==> config.mk <==
export PLATFORM = sky130hd
export DESIGN_NAME = axis_homing_sequencer_unit
export DESIGN_NICKNAME = d
export VERILOG_FILES = /design/src/hdl/ahs_pkg.sv /design/src/hdl/ahs_histogram.sv /design/src/hdl/ahs_sequencer.sv /design/src/hdl/axis_homing_sequencer_unit.sv
export SDC_FILE = /design/constraint.sdc
export NUM_CORES = 1
export LEC_CHECK = 0
export ABC_AREA = 1
export CORE_UTILIZATION = 45
export DETAILED_ROUTE_END_ITERATION = 16
export DONT_BUFFER_PORTS = 1
export HOLD_SLACK_MARGIN = 0.15
export PLACE_DENSITY = 0.62
export RECOVER_POWER = 100
export REMOVE_ABC_BUFFERS = 1
export SYNTH_ARGS = -nofsm -noshare
export SYNTH_HDL_FRONTEND = slang
export SYNTH_HIERARCHICAL = 1
export SYNTH_SLANG_ARGS = --single-unit
==> constraint.sdc <==
create_clock -name clock -period 7.4 [get_ports clock]
set_input_delay 1.48 -clock clock [delete_from_list [all_inputs] [get_ports clock]]
set_output_delay 1.48 -clock clock [all_outputs]
set_load 0.01 [all_outputs]
==> src/hdl/ahs_pkg.sv <==
`default_nettype none

package ahs_pkg;

   // command codes
   localparam logic [1:0] CMD_TICK  = 2'd0;
   localparam logic [1:0] CMD_START = 2'd1;
   localparam logic [1:0] CMD_READ  = 2'd2;

   // configuration register indexes
   localparam logic [1:0] CSR_FAST_PERIOD    = 2'd0;
   localparam logic [1:0] CSR_BACKOFF_PERIOD = 2'd1;
   localparam logic [1:0] CSR_SLOW_PERIOD    = 2'd2;
   localparam logic [1:0] CSR_HUNT_LIMIT     = 2'd3;

   localparam logic [15:0] FAST_PERIOD_RST    = 16'd127;
   localparam logic [15:0] BACKOFF_PERIOD_RST = 16'd1270;
   localparam logic [15:0] SLOW_PERIOD_RST    = 16'd2540;
   localparam logic [15:0] HUNT_LIMIT_RST     = 16'd787;

   typedef enum logic [2:0] {
      PH_IDLE = 3'd0,
      PH_FAST = 3'd1,
      PH_BACK = 3'd2,
      PH_SLOW = 3'd3,
      PH_DONE = 3'd4
   } phase_type;

   typedef struct packed {
      logic [1:0] command;
      logic       switch_sample;
      logic [3:0] bin_index;
   } req_type;

   typedef struct packed {
      logic        step_pulse;
      logic        direction;
      logic [2:0]  phase;
      logic        homed_ok;
      logic [15:0] steps_fast;
      logic [15:0] steps_backoff;
      logic [15:0] steps_slow;
      logic [15:0] bin_count;
   } rsp_type;

   typedef struct packed {
      logic [15:0] fast_period;
      logic [15:0] backoff_period;
      logic [15:0] slow_period;
      logic [15:0] hunt_limit;
   } cfg_type;

   // one finished majority vote, counted in the histogram
   typedef struct packed {
      logic       valid;
      logic [3:0] total;
   } vote_type;

endpackage

`default_nettype wire

==> src/hdl/ahs_histogram.sv <==
`default_nettype none

module ahs_histogram #(
   parameter int VOTE_SAMPLES = 10,
   parameter int COUNT_WIDTH  = 16
) (
   input  wire logic              clock,
   input  wire logic              reset,
   input  wire logic              clear,
   input  wire ahs_pkg::vote_type vote,
   input  wire logic [3:0]        rd_bin,
   output logic [15:0]            rd_count
);

   localparam int NBINS = VOTE_SAMPLES + 1;
   localparam int IDXW  = $clog2(NBINS);
   localparam int EXT_W = (COUNT_WIDTH > 16) ? COUNT_WIDTH : 16;
   localparam logic [3:0] LAST_BIN = 4'(VOTE_SAMPLES);

   logic [COUNT_WIDTH-1:0] bins_ff [NBINS];
   logic [EXT_W-1:0]       rd_ext;

   always_ff @(posedge clock) begin
      for (int i = 0; i < NBINS; i++) begin
         if (reset || clear) begin
            bins_ff[i] <= '0;
         end else if (vote.valid && vote.total == 4'(i) && !(&bins_ff[i])) begin
            bins_ff[i] <= bins_ff[i] + COUNT_WIDTH'(1);
         end
      end
   end

   always_comb begin
      rd_ext = '0;
      if (rd_bin <= LAST_BIN) begin
         rd_ext = EXT_W'(bins_ff[rd_bin[IDXW-1:0]]);
      end
      rd_count = rd_ext[15:0];
   end

endmodule

`default_nettype wire

==> src/hdl/ahs_sequencer.sv <==
`default_nettype none

module ahs_sequencer #(
   parameter int VOTE_SAMPLES = 10,
   parameter int COUNT_WIDTH  = 16
) (
   input  wire logic             clock,
   input  wire logic             reset,
   input  wire logic             go,
   input  wire ahs_pkg::req_type item,
   input  wire ahs_pkg::cfg_type cfg,
   output ahs_pkg::vote_type     vote,
   output logic                  hist_clear,
   output ahs_pkg::rsp_type      status
);

   localparam logic [3:0] VOTE_N   = 4'(VOTE_SAMPLES);
   localparam logic [3:0] VOTE_MAJ = 4'(VOTE_SAMPLES / 2);
   localparam int EXT_W = (COUNT_WIDTH > 16) ? COUNT_WIDTH : 16;

   function automatic logic [COUNT_WIDTH-1:0] sat_inc(input logic [COUNT_WIDTH-1:0] v);
      return (&v) ? v : v + COUNT_WIDTH'(1);
   endfunction

   ahs_pkg::phase_type     phase_ff, phase_in;
   logic [3:0]             sidx_ff, sidx_in;
   logic [3:0]             votes_ff, votes_in;
   logic [15:0]            wait_ff, wait_in;
   logic [15:0]            hunt_ff, hunt_in;
   logic [COUNT_WIDTH-1:0] fast_ff, fast_in;
   logic [COUNT_WIDTH-1:0] back_ff, back_in;
   logic [COUNT_WIDTH-1:0] slow_ff, slow_in;
   logic                   ok_ff, ok_in;
   logic                   dir_ff, dir_in;

   logic                   pulse;
   logic                   reached;
   logic [3:0]             vt_sum;
   logic [3:0]             si_sum;
   logic [EXT_W-1:0]       fast_ext, back_ext, slow_ext;

   always_ff @(posedge clock) begin
      if (reset) begin
         phase_ff <= ahs_pkg::PH_IDLE;
         sidx_ff  <= '0;
         votes_ff <= '0;
         wait_ff  <= '0;
         hunt_ff  <= '0;
         fast_ff  <= '0;
         back_ff  <= '0;
         slow_ff  <= '0;
         ok_ff    <= 1'b1;
         dir_ff   <= 1'b1;
      end else begin
         phase_ff <= phase_in;
         sidx_ff  <= sidx_in;
         votes_ff <= votes_in;
         wait_ff  <= wait_in;
         hunt_ff  <= hunt_in;
         fast_ff  <= fast_in;
         back_ff  <= back_in;
         slow_ff  <= slow_in;
         ok_ff    <= ok_in;
         dir_ff   <= dir_in;
      end
   end

   always_comb begin
      phase_in   = phase_ff;
      sidx_in    = sidx_ff;
      votes_in   = votes_ff;
      wait_in    = wait_ff;
      hunt_in    = hunt_ff;
      fast_in    = fast_ff;
      back_in    = back_ff;
      slow_in    = slow_ff;
      ok_in      = ok_ff;
      dir_in     = dir_ff;
      pulse      = 1'b0;
      vote       = '0;
      hist_clear = 1'b0;
      vt_sum     = votes_ff + {3'b000, item.switch_sample};
      si_sum     = sidx_ff + 4'd1;
      reached    = vt_sum > VOTE_MAJ;

      if (go) begin
         case (item.command)
            ahs_pkg::CMD_START: begin
               // restart the run from scratch
               phase_in   = ahs_pkg::PH_FAST;
               dir_in     = 1'b0;
               sidx_in    = '0;
               votes_in   = '0;
               wait_in    = '0;
               hunt_in    = '0;
               fast_in    = '0;
               back_in    = '0;
               slow_in    = '0;
               ok_in      = 1'b1;
               hist_clear = 1'b1;
            end
            ahs_pkg::CMD_TICK: begin
               if (phase_ff inside {ahs_pkg::PH_FAST, ahs_pkg::PH_BACK,
                                    ahs_pkg::PH_SLOW}) begin
                  if (wait_ff != '0) begin
                     // settle time after a step: drop the sample
                     wait_in = wait_ff - 16'd1;
                  end else if (si_sum < VOTE_N) begin
                     sidx_in  = si_sum;
                     votes_in = vt_sum;
                  end else begin
                     sidx_in    = '0;
                     votes_in   = '0;
                     vote.valid = 1'b1;
                     vote.total = vt_sum;
                     case (phase_ff)
                        ahs_pkg::PH_FAST: begin
                           if (reached) begin
                              phase_in = ahs_pkg::PH_BACK;
                              dir_in   = 1'b1;
                              hunt_in  = '0;
                           end else begin
                              dir_in  = 1'b0;
                              fast_in = sat_inc(fast_ff);
                              wait_in = cfg.fast_period;
                              pulse   = 1'b1;
                           end
                        end
                        ahs_pkg::PH_BACK: begin
                           if (!reached || hunt_ff == cfg.hunt_limit) begin
                              // a failed back-off still goes on to the slow approach
                              if (reached) begin
                                 ok_in = 1'b0;
                              end
                              phase_in = ahs_pkg::PH_SLOW;
                              dir_in   = 1'b0;
                              hunt_in  = '0;
                           end else begin
                              dir_in  = 1'b1;
                              back_in = sat_inc(back_ff);
                              hunt_in = hunt_ff + 16'd1;
                              wait_in = cfg.backoff_period;
                              pulse   = 1'b1;
                           end
                        end
                        default: begin
                           if (reached || hunt_ff == cfg.hunt_limit) begin
                              if (!reached) begin
                                 ok_in = 1'b0;
                              end
                              phase_in = ahs_pkg::PH_DONE;
                              dir_in   = 1'b1;
                           end else begin
                              dir_in  = 1'b0;
                              slow_in = sat_inc(slow_ff);
                              hunt_in = hunt_ff + 16'd1;
                              wait_in = cfg.slow_period;
                              pulse   = 1'b1;
                           end
                        end
                     endcase
                  end
               end
            end
            default: begin
            end
         endcase
      end

      fast_ext = EXT_W'(fast_in);
      back_ext = EXT_W'(back_in);
      slow_ext = EXT_W'(slow_in);

      status               = '0;
      status.step_pulse    = pulse;
      status.direction     = dir_in;
      status.phase         = 3'(phase_in);
      status.homed_ok      = ok_in;
      status.steps_fast    = fast_ext[15:0];
      status.steps_backoff = back_ext[15:0];
      status.steps_slow    = slow_ext[15:0];
   end

endmodule

`default_nettype wire

==> src/hdl/axis_homing_sequencer_unit.sv <==
`default_nettype none

// Homing sequencer for one stepper axis. Each item is a tick carrying one
// limit-switch sample, a start command, or a histogram read, and each item
// yields exactly one result with the step pulse, direction, phase, ok flag,
// step counts and (on a read) the requested vote-histogram bin. The block
// takes one item per clock whenever rsp_stall is low: an item is latched in
// an input register, then decided combinationally by counter and compare
// logic into the result register, which drives the rsp_ port.
// req_stall rises only while both registers hold an item and rsp_stall is
// high. Configuration registers are to be written through the csr_ port only
// while no item is in flight; the block itself does not enforce this.
module axis_homing_sequencer_unit #(
   parameter int VOTE_SAMPLES = 10,
   parameter int COUNT_WIDTH  = 16
) (
   input  wire logic             clock,
   input  wire logic             reset,
   input  wire logic             req_valid,
   output logic                  req_stall,
   input  wire ahs_pkg::req_type req_payload,
   output logic                  rsp_valid,
   input  wire logic             rsp_stall,
   output ahs_pkg::rsp_type      rsp_payload,
   input  wire logic             csr_we,
   input  wire logic [1:0]       csr_index,
   input  wire logic [15:0]      csr_wdata
);

   ahs_pkg::cfg_type  cfg_ff;
   logic              in_valid_ff, in_valid_in;
   ahs_pkg::req_type  in_item_ff;
   logic              rsp_valid_ff, rsp_valid_in;
   ahs_pkg::rsp_type  rsp_payload_ff, rsp_payload_in;

   logic              advance;
   logic              go;
   ahs_pkg::vote_type vote;
   logic              hist_clear;
   ahs_pkg::rsp_type  status;
   logic [15:0]       rd_count;

   always_ff @(posedge clock) begin
      if (reset) begin
         cfg_ff.fast_period    <= ahs_pkg::FAST_PERIOD_RST;
         cfg_ff.backoff_period <= ahs_pkg::BACKOFF_PERIOD_RST;
         cfg_ff.slow_period    <= ahs_pkg::SLOW_PERIOD_RST;
         cfg_ff.hunt_limit     <= ahs_pkg::HUNT_LIMIT_RST;
      end else if (csr_we) begin
         case (csr_index)
            ahs_pkg::CSR_FAST_PERIOD:    cfg_ff.fast_period    <= csr_wdata;
            ahs_pkg::CSR_BACKOFF_PERIOD: cfg_ff.backoff_period <= csr_wdata;
            ahs_pkg::CSR_SLOW_PERIOD:    cfg_ff.slow_period    <= csr_wdata;
            ahs_pkg::CSR_HUNT_LIMIT:     cfg_ff.hunt_limit     <= csr_wdata;
            default: begin
            end
         endcase
      end
   end

   // the result register moves when empty or being taken
   assign advance   = !rsp_valid_ff || !rsp_stall;
   assign go        = in_valid_ff && advance;
   assign req_stall = in_valid_ff && !advance;

   always_comb begin
      in_valid_in  = req_stall ? 1'b1 : req_valid;
      rsp_valid_in = advance ? in_valid_ff : rsp_valid_ff;
      rsp_payload_in = status;
      if (in_item_ff.command == ahs_pkg::CMD_READ) begin
         rsp_payload_in.bin_count = rd_count;
      end
   end

   always_ff @(posedge clock) begin
      if (reset) begin
         in_valid_ff  <= 1'b0;
         rsp_valid_ff <= 1'b0;
      end else begin
         in_valid_ff  <= in_valid_in;
         rsp_valid_ff <= rsp_valid_in;
      end
   end

   always_ff @(posedge clock) begin
      if (!req_stall) begin
         in_item_ff <= req_payload;
      end
      if (go) begin
         rsp_payload_ff <= rsp_payload_in;
      end
   end

   ahs_sequencer #(
      .VOTE_SAMPLES(VOTE_SAMPLES),
      .COUNT_WIDTH (COUNT_WIDTH)
   ) u_sequencer (
      .clock     (clock),
      .reset     (reset),
      .go        (go),
      .item      (in_item_ff),
      .cfg       (cfg_ff),
      .vote      (vote),
      .hist_clear(hist_clear),
      .status    (status)
   );

   ahs_histogram #(
      .VOTE_SAMPLES(VOTE_SAMPLES),
      .COUNT_WIDTH (COUNT_WIDTH)
   ) u_histogram (
      .clock   (clock),
      .reset   (reset),
      .clear   (hist_clear),
      .vote    (vote),
      .rd_bin  (in_item_ff.bin_index),
      .rd_count(rd_count)
   );

   assign rsp_valid   = rsp_valid_ff;
   assign rsp_payload = rsp_payload_ff;

endmodule

`default_nettype wire

Word-level counts from Yosys, hierarchy flattened:

Memories as Yosys holds them, arrays and structs flattened. A register that Yosys moved wholly into a read port is not among the register bits.
Cells that the tools add are included.
W data, S select, Z words.

* logic and storage cells: 296
* RAM bits: 176
* bits in registers: 220
* memories: 1
* output and inout bits: 72
* bits of input ports: 30

* order comparisons: 3
* multiplexer cells: 133
* add/subtract/negate cells: 18
* reduce and logical (&&, ||, !) cells: 74
* equal/unequal tests: 28
* bitwise gates (word level): 13

Memories
* u_histogram.bins_ff: depth 11, width 16, read ports 12, clocked after memory_dff 1, write ports 11, line ahs_histogram.sv:20 `logic [COUNT_WIDTH-1:0] bins_ff [NBINS];`

Operators by type and width (count)
* $mux W16: 44
* $add A16 B1 Y16 const B: 15
* $pmux W16 S2: 7
* $reduce_and A16 Y1: 14
* $mux W1: 55
* $mux W5: 5
* $logic_and A1 B1 Y1: 24
* $mux W4: 6
* $mux W3: 7
* $eq A16 B16 Y1: 1
* $eq A4 B3 Y1 const B: 4
* $logic_not A1 Y1: 16
* $pmux W4 S2: 2
* $reduce_bool A16 Y1: 1
* $sub A16 B1 Y16 const B: 1
* $reduce_and A7 Y1: 2
* $eq A4 B4 Y1 const B: 3
* $pmux W3 S2: 2
* $or A1 B1 Y1: 11
* $pmux W1 S2: 5
* $reduce_and A2 Y1: 5
* $eq A4 B2 Y1 const B: 2
* $ne A4 B4 Y1 const B: 2
* $eq A2 B2 Y1 const B: 3
* other kinds (23): 32

Longest topological paths before layout:

* depth after elaboration: 14
* gate-level depth with buffers: 17
* gate-level depth less buffers: 16

Modules after synthesis:

Netlist, hierarchy kept.

Modules (own cells, without submodules)
* ahs_histogram: area an instance 12079.1 um2, cells an instance 1621, seq. area each 5285.1 um2, instances 1
* ahs_sequencer: area an instance 7014.2 um2, cells an instance 1185, seq. area each 1861.8 um2, instances 1
* axis_homing_sequencer_unit: area an instance 5248.8 um2, cells an instance 506, seq. area each 3633.5 um2, instances 1

Worst setup path after synthesis:

No wires, ideal clock.

* path type: input-to-reg
* start: in rsp_stall
* end: mem u_histogram.bins_ff[8][0] (enable)
* setup slack: -52 ps
* stages on the path: 15
* arrival: 7081 ps
* buffers on the path: 0
* required time: 7028 ps
* setup time: 372 ps
* cell sequence: nand2_1 > inv_1 > nor2_1 > nand2_1 > a21oi_1 > nand2_1 > inv_1 > nand2_1 > nor2_1 > inv_1 > nor2_1 > nand3_1 > nor3_2 > nand2_1 > nand2_1

RTL lines
* from (decl): line axis_homing_sequencer_unit.sv:23 `input wire logic rsp_stall,`
* to (decl): line ahs_histogram.sv:20

Worst setup path in the final report:

* start: reg u_sequencer.phase_ff[1]
* end: reg u_sequencer.hunt_ff[13]

* longest elaborated chain between the ends: 6
* elaborated cells between the ends (all ways): 13
* classes of those cells: 6 x eq/ne; 5 x mux; 2 x reduce/logical

Ends and longest elaborated chain
* from (decl): line ahs_sequencer.sv:25 `ahs_pkg::phase_type phase_ff, phase_in;`
* from (signal assigned): line ahs_sequencer.sv:44 `phase_ff <= ahs_pkg::PH_IDLE;`
* from (signal assigned): line ahs_sequencer.sv:55 `phase_ff <= phase_in;`
* $eq A3 B2 Y1 or $eq A3 B1 Y1 (tied branches): line ahs_sequencer.sv:103, ahs_sequencer.sv:116
* $pmux W16 S2: line ahs_sequencer.sv:116 `case (phase_ff)`
* $mux W16: line ahs_sequencer.sv:108 `end else if (si_sum < VOTE_N) begin`
* $mux W16: line ahs_sequencer.sv:105 `if (wait_ff != '0) begin`
* $mux W16: line ahs_sequencer.sv:103 `if (phase_ff inside {ahs_pkg::PH_FAST, ahs_pkg::PH_BACK,`
* $pmux W16 S2: line ahs_sequencer.sv:87 `case (item.command)`
* to (signal assigned): line ahs_sequencer.sv:59 `hunt_ff <= hunt_in;`
* to (decl): line ahs_sequencer.sv:29 `logic [15:0] hunt_ff, hunt_in;`

Several ways; a longest one is shown, not always the timed one. The select of a mux whose other input is x is not followed.
A chain may end at the register's enable or synchronous reset.

==> qor.csv <==
metric,value,unit
Setup crit end kind,register,
Final Max Tran Viols,144,
hold buffers post-CTS,0,
Seq cells post-synth,412,
setup violators final,0,
"commonest non-fill, non-tap cell in the layout",nand2_1,
RSZ-0062 raised after global routing,false,
Post-Syn Area per Cell,7.35,µm²
Rel. slew slack,-88.0,%
initial antenna violation count,1,
drt total wl,63400,µm
Worst Hold Path EP,cfg_ff[50],
Post-synth ARST share,0,%
CP required,7.90,ns
Static Leak,0.0106,µW
Final Cycle Share,74.5,%
die height,235,µm
CTS tree,built,
vias in the first global route,19600,
clock power share,43.7,%
Synth area leader,edfxtp_1,
combinational group share of total power,8.4,%
synth warn,6,
drt first pass iters,6,
Synth Cell Area,24300,µm²
Placed Area,24600,µm²
NetSw,1400,µW
MaxCap Viol Count,3,
Post-synth EDFFs,253,
Final ANT Viol Nets,0,
switching share of power,25.7,%
Cell Rows,84,
PortBufs,0,
routed len/inst,15.9,µm
most frequent cells in the layout,"nand2_1 (915), nor2_1 (545), inv_1 (377)",
clk buf depth,3,
"Arr. time, crit path",6.02,ns
clk_skew,0.0195,ns
post-CTS resize count,0,
drc violations,0,
Die X,235,µm
DR iter-0 viols,1782,
Overflow after GRT,0,
# fillers,5215,
Reg-to-Reg Start,u_sequencer/phase_ff[1],
Total Die Area,55000,µm²
n_diodes,0,
worst hold stages,2,
core area,53000,µm²
initial core utilization,46.0,%
internal power,4030,µW
actual slew at the worst max-slew pin,2.80,ns
Pwr Density,209,nW/µm²
Post-CTS Setup Inserts,0,
fin nets,3317,
VDD IR max,152,µV
Vias,21200,
Final Non-Filler Cells,3993,
clock tree root driver cell,clkbuf_16,
DP Wirelength,45400,µm
highest metal used,met5,
top post-synthesis cells by area,"edfxtp_1 (31%), nand2_1 (14%), dfxtp_1 (13%), nor2_1 (8.3%), nand3_1 (6.5%)",
Main synth FF type,edfxtp_1,
io pins,102,
Fin. Hold Viols,0,
all-layer global routing usage,22.9,%
Tmin final,5.51,ns
sequential fraction of the synthesis area,44.3,%
failing checks,"max-capacitance violations, max-slew violations",
clock sinks,412,
crit start category,register,
H-Tree Depth,2,
RR Endpoint,u_sequencer/hunt_ff[13],
Placed Cells incl. Taps,3907,
largest fanout on the critical path,19,
Via density,5.30,
"Reg clk slew, reported paths",0.07,ns
CTS buffer count,47,
met2 WL,28700,µm
Cells after Synth,3312,
Max Fclk,181,MHz
met3 WL,4250,µm
reg2reg path depth,13,
Area Overhead vs Synth,6.77,%
worst hold-check path type,register to register,
"reg-to-reg slack, setup",1.89,ns
Flop pwr share,47.9,%
Synth top area share,31.2,%
Placer Congestion,0.953,
layout cell share with drive strength beyond 1,4.66,%
fin area,26000,µm²
Post-Route M1 WL,28800,µm
worst hold start,cfg_ff[50],
Synth cell types,52,
global-route wire length before repair,101000,µm
status,"finished, violations left",
clk_lat worst skew,0.60,ns
largest net degree at the start of global routing,72,
CP Class,register to register,
==> through the flow <==
step	util [%]	hold WS [ns]	TNS, ns	power [µW]	setup WS (ns)
finish	49.1	0.456	0	5430	1.89
floorplan	-	0.429	-265.03	2950	-0.940
global route	49.1	0.481	0	5650	1.39
detailed placement	46.5	0.443	0	3100	2.25
CTS	49.4	0.459	0	5490	2.88
global placement	46.5	0.439	0	3100	2.37
==> synth_stat cells (25+ instances only) <==
library cell  number
a21oi_1          165
edfxtp_1         253
buf_4             33
dfxtp_1          159
o21ai_0           63
nand4_1           67
clkbuf_1          26
nand2_1          913
o211ai_1          25
inv_1            373
nand3_1          316
xnor2_1           36
nor2_1           538
buf_2             41
nor3_1            42
xor2_1            64
==> area by class of cell <==
type	instances	area, µm²	share of cell area (%)
repair buffers	10	63.8	0.246
flip-flops and latches	412	10800	41.5
well taps	688	861	3.31
clock buffers	61	1300	5.00
multi-input cells	2410	11300	43.4
inverters	387	1460	5.60
clock inverters	25	253	0.972
==> cells by family (layout without fill, tap and decap cells) <==
| group | count (synthesis) | after routing | synth area share [%] |
|---|---|---|---|
| DFF | 412 | 412 | 44.3 |
| AOI/OAI and AO/OA | 283 | 283 | 6.37 |
| buffers and inverters | 505 | 483 | 8.86 |
| adders and majority gates | 19 | 19 | 0.977 |
| and+or+nand+nor | 1991 | 1991 | 35.8 |
| xor gates and xnor gates | 101 | 101 | 3.66 |
| other | 1 | 16 | 0.0154 |
==> worst max path at each step <==
| stage | slack [ns] | startpoint | to | cells past startpoint |
|---|---|---|---|---|
| global placement | 2.37 | rsp_stall | u_sequencer/hunt_ff[13] | 18 |
| floorplan | -0.94 | rsp_stall | u_histogram/bins_ff[8][0] | 15 |
| CTS | 2.88 | rsp_stall | u_sequencer/hunt_ff[13] | 18 |
| detailed placement | 2.25 | rsp_stall | u_sequencer/hunt_ff[13] | 18 |
| global route | 1.39 | rsp_stall | u_sequencer/hunt_ff[13] | 18 |
| finish | 1.89 | u_sequencer/phase_ff[1] | u_sequencer/hunt_ff[13] | 13 |
==> routing by layer <==
metal / vias up / GRT usage [%]
li1: 10600 / -
met1: 9845 / 31.3
met2: 615 / 36.5
met3: 100 / 4.78
met4: 2 / 6.77
met5: - / 0
==> sequential cells by signal, summed over array words and instances, names as in the netlist, 16 cells and up <==
register	cells
u_sequencer/back_ff	16
u_sequencer/fast_ff	16
rsp_payload	70
cfg_ff	64
u_sequencer/slow_ff	16
u_sequencer/wait_ff	16
u_sequencer/hunt_ff	16
u_histogram/bins_ff	176
==> power by group through the flow <==
stage	clock, µW	sequential (µW)	combinational [µW]
floorplan	0	2630	320
global placement	0	2650	447
detailed placement	0	2650	453
CTS	2430	2600	455
global route	2520	2610	510
finish	2380	2600	454
==> worst max-delay path: stages, from the launching register on <==
cell and delay (ns):
dfxtp_1 0.34, inv_1 0.11, nor3_1 2.09, inv_2 0.22, nand2_1 0.60, inv_1 0.57
nand3_1 0.30, nand2_1 0.42, inv_4 0.26, nand2_1 0.11, nand2_2 0.22, inv_1 0.07
nand2_1 0.07, nor2_1 0.04
Power figures use the tool's default switching activity.
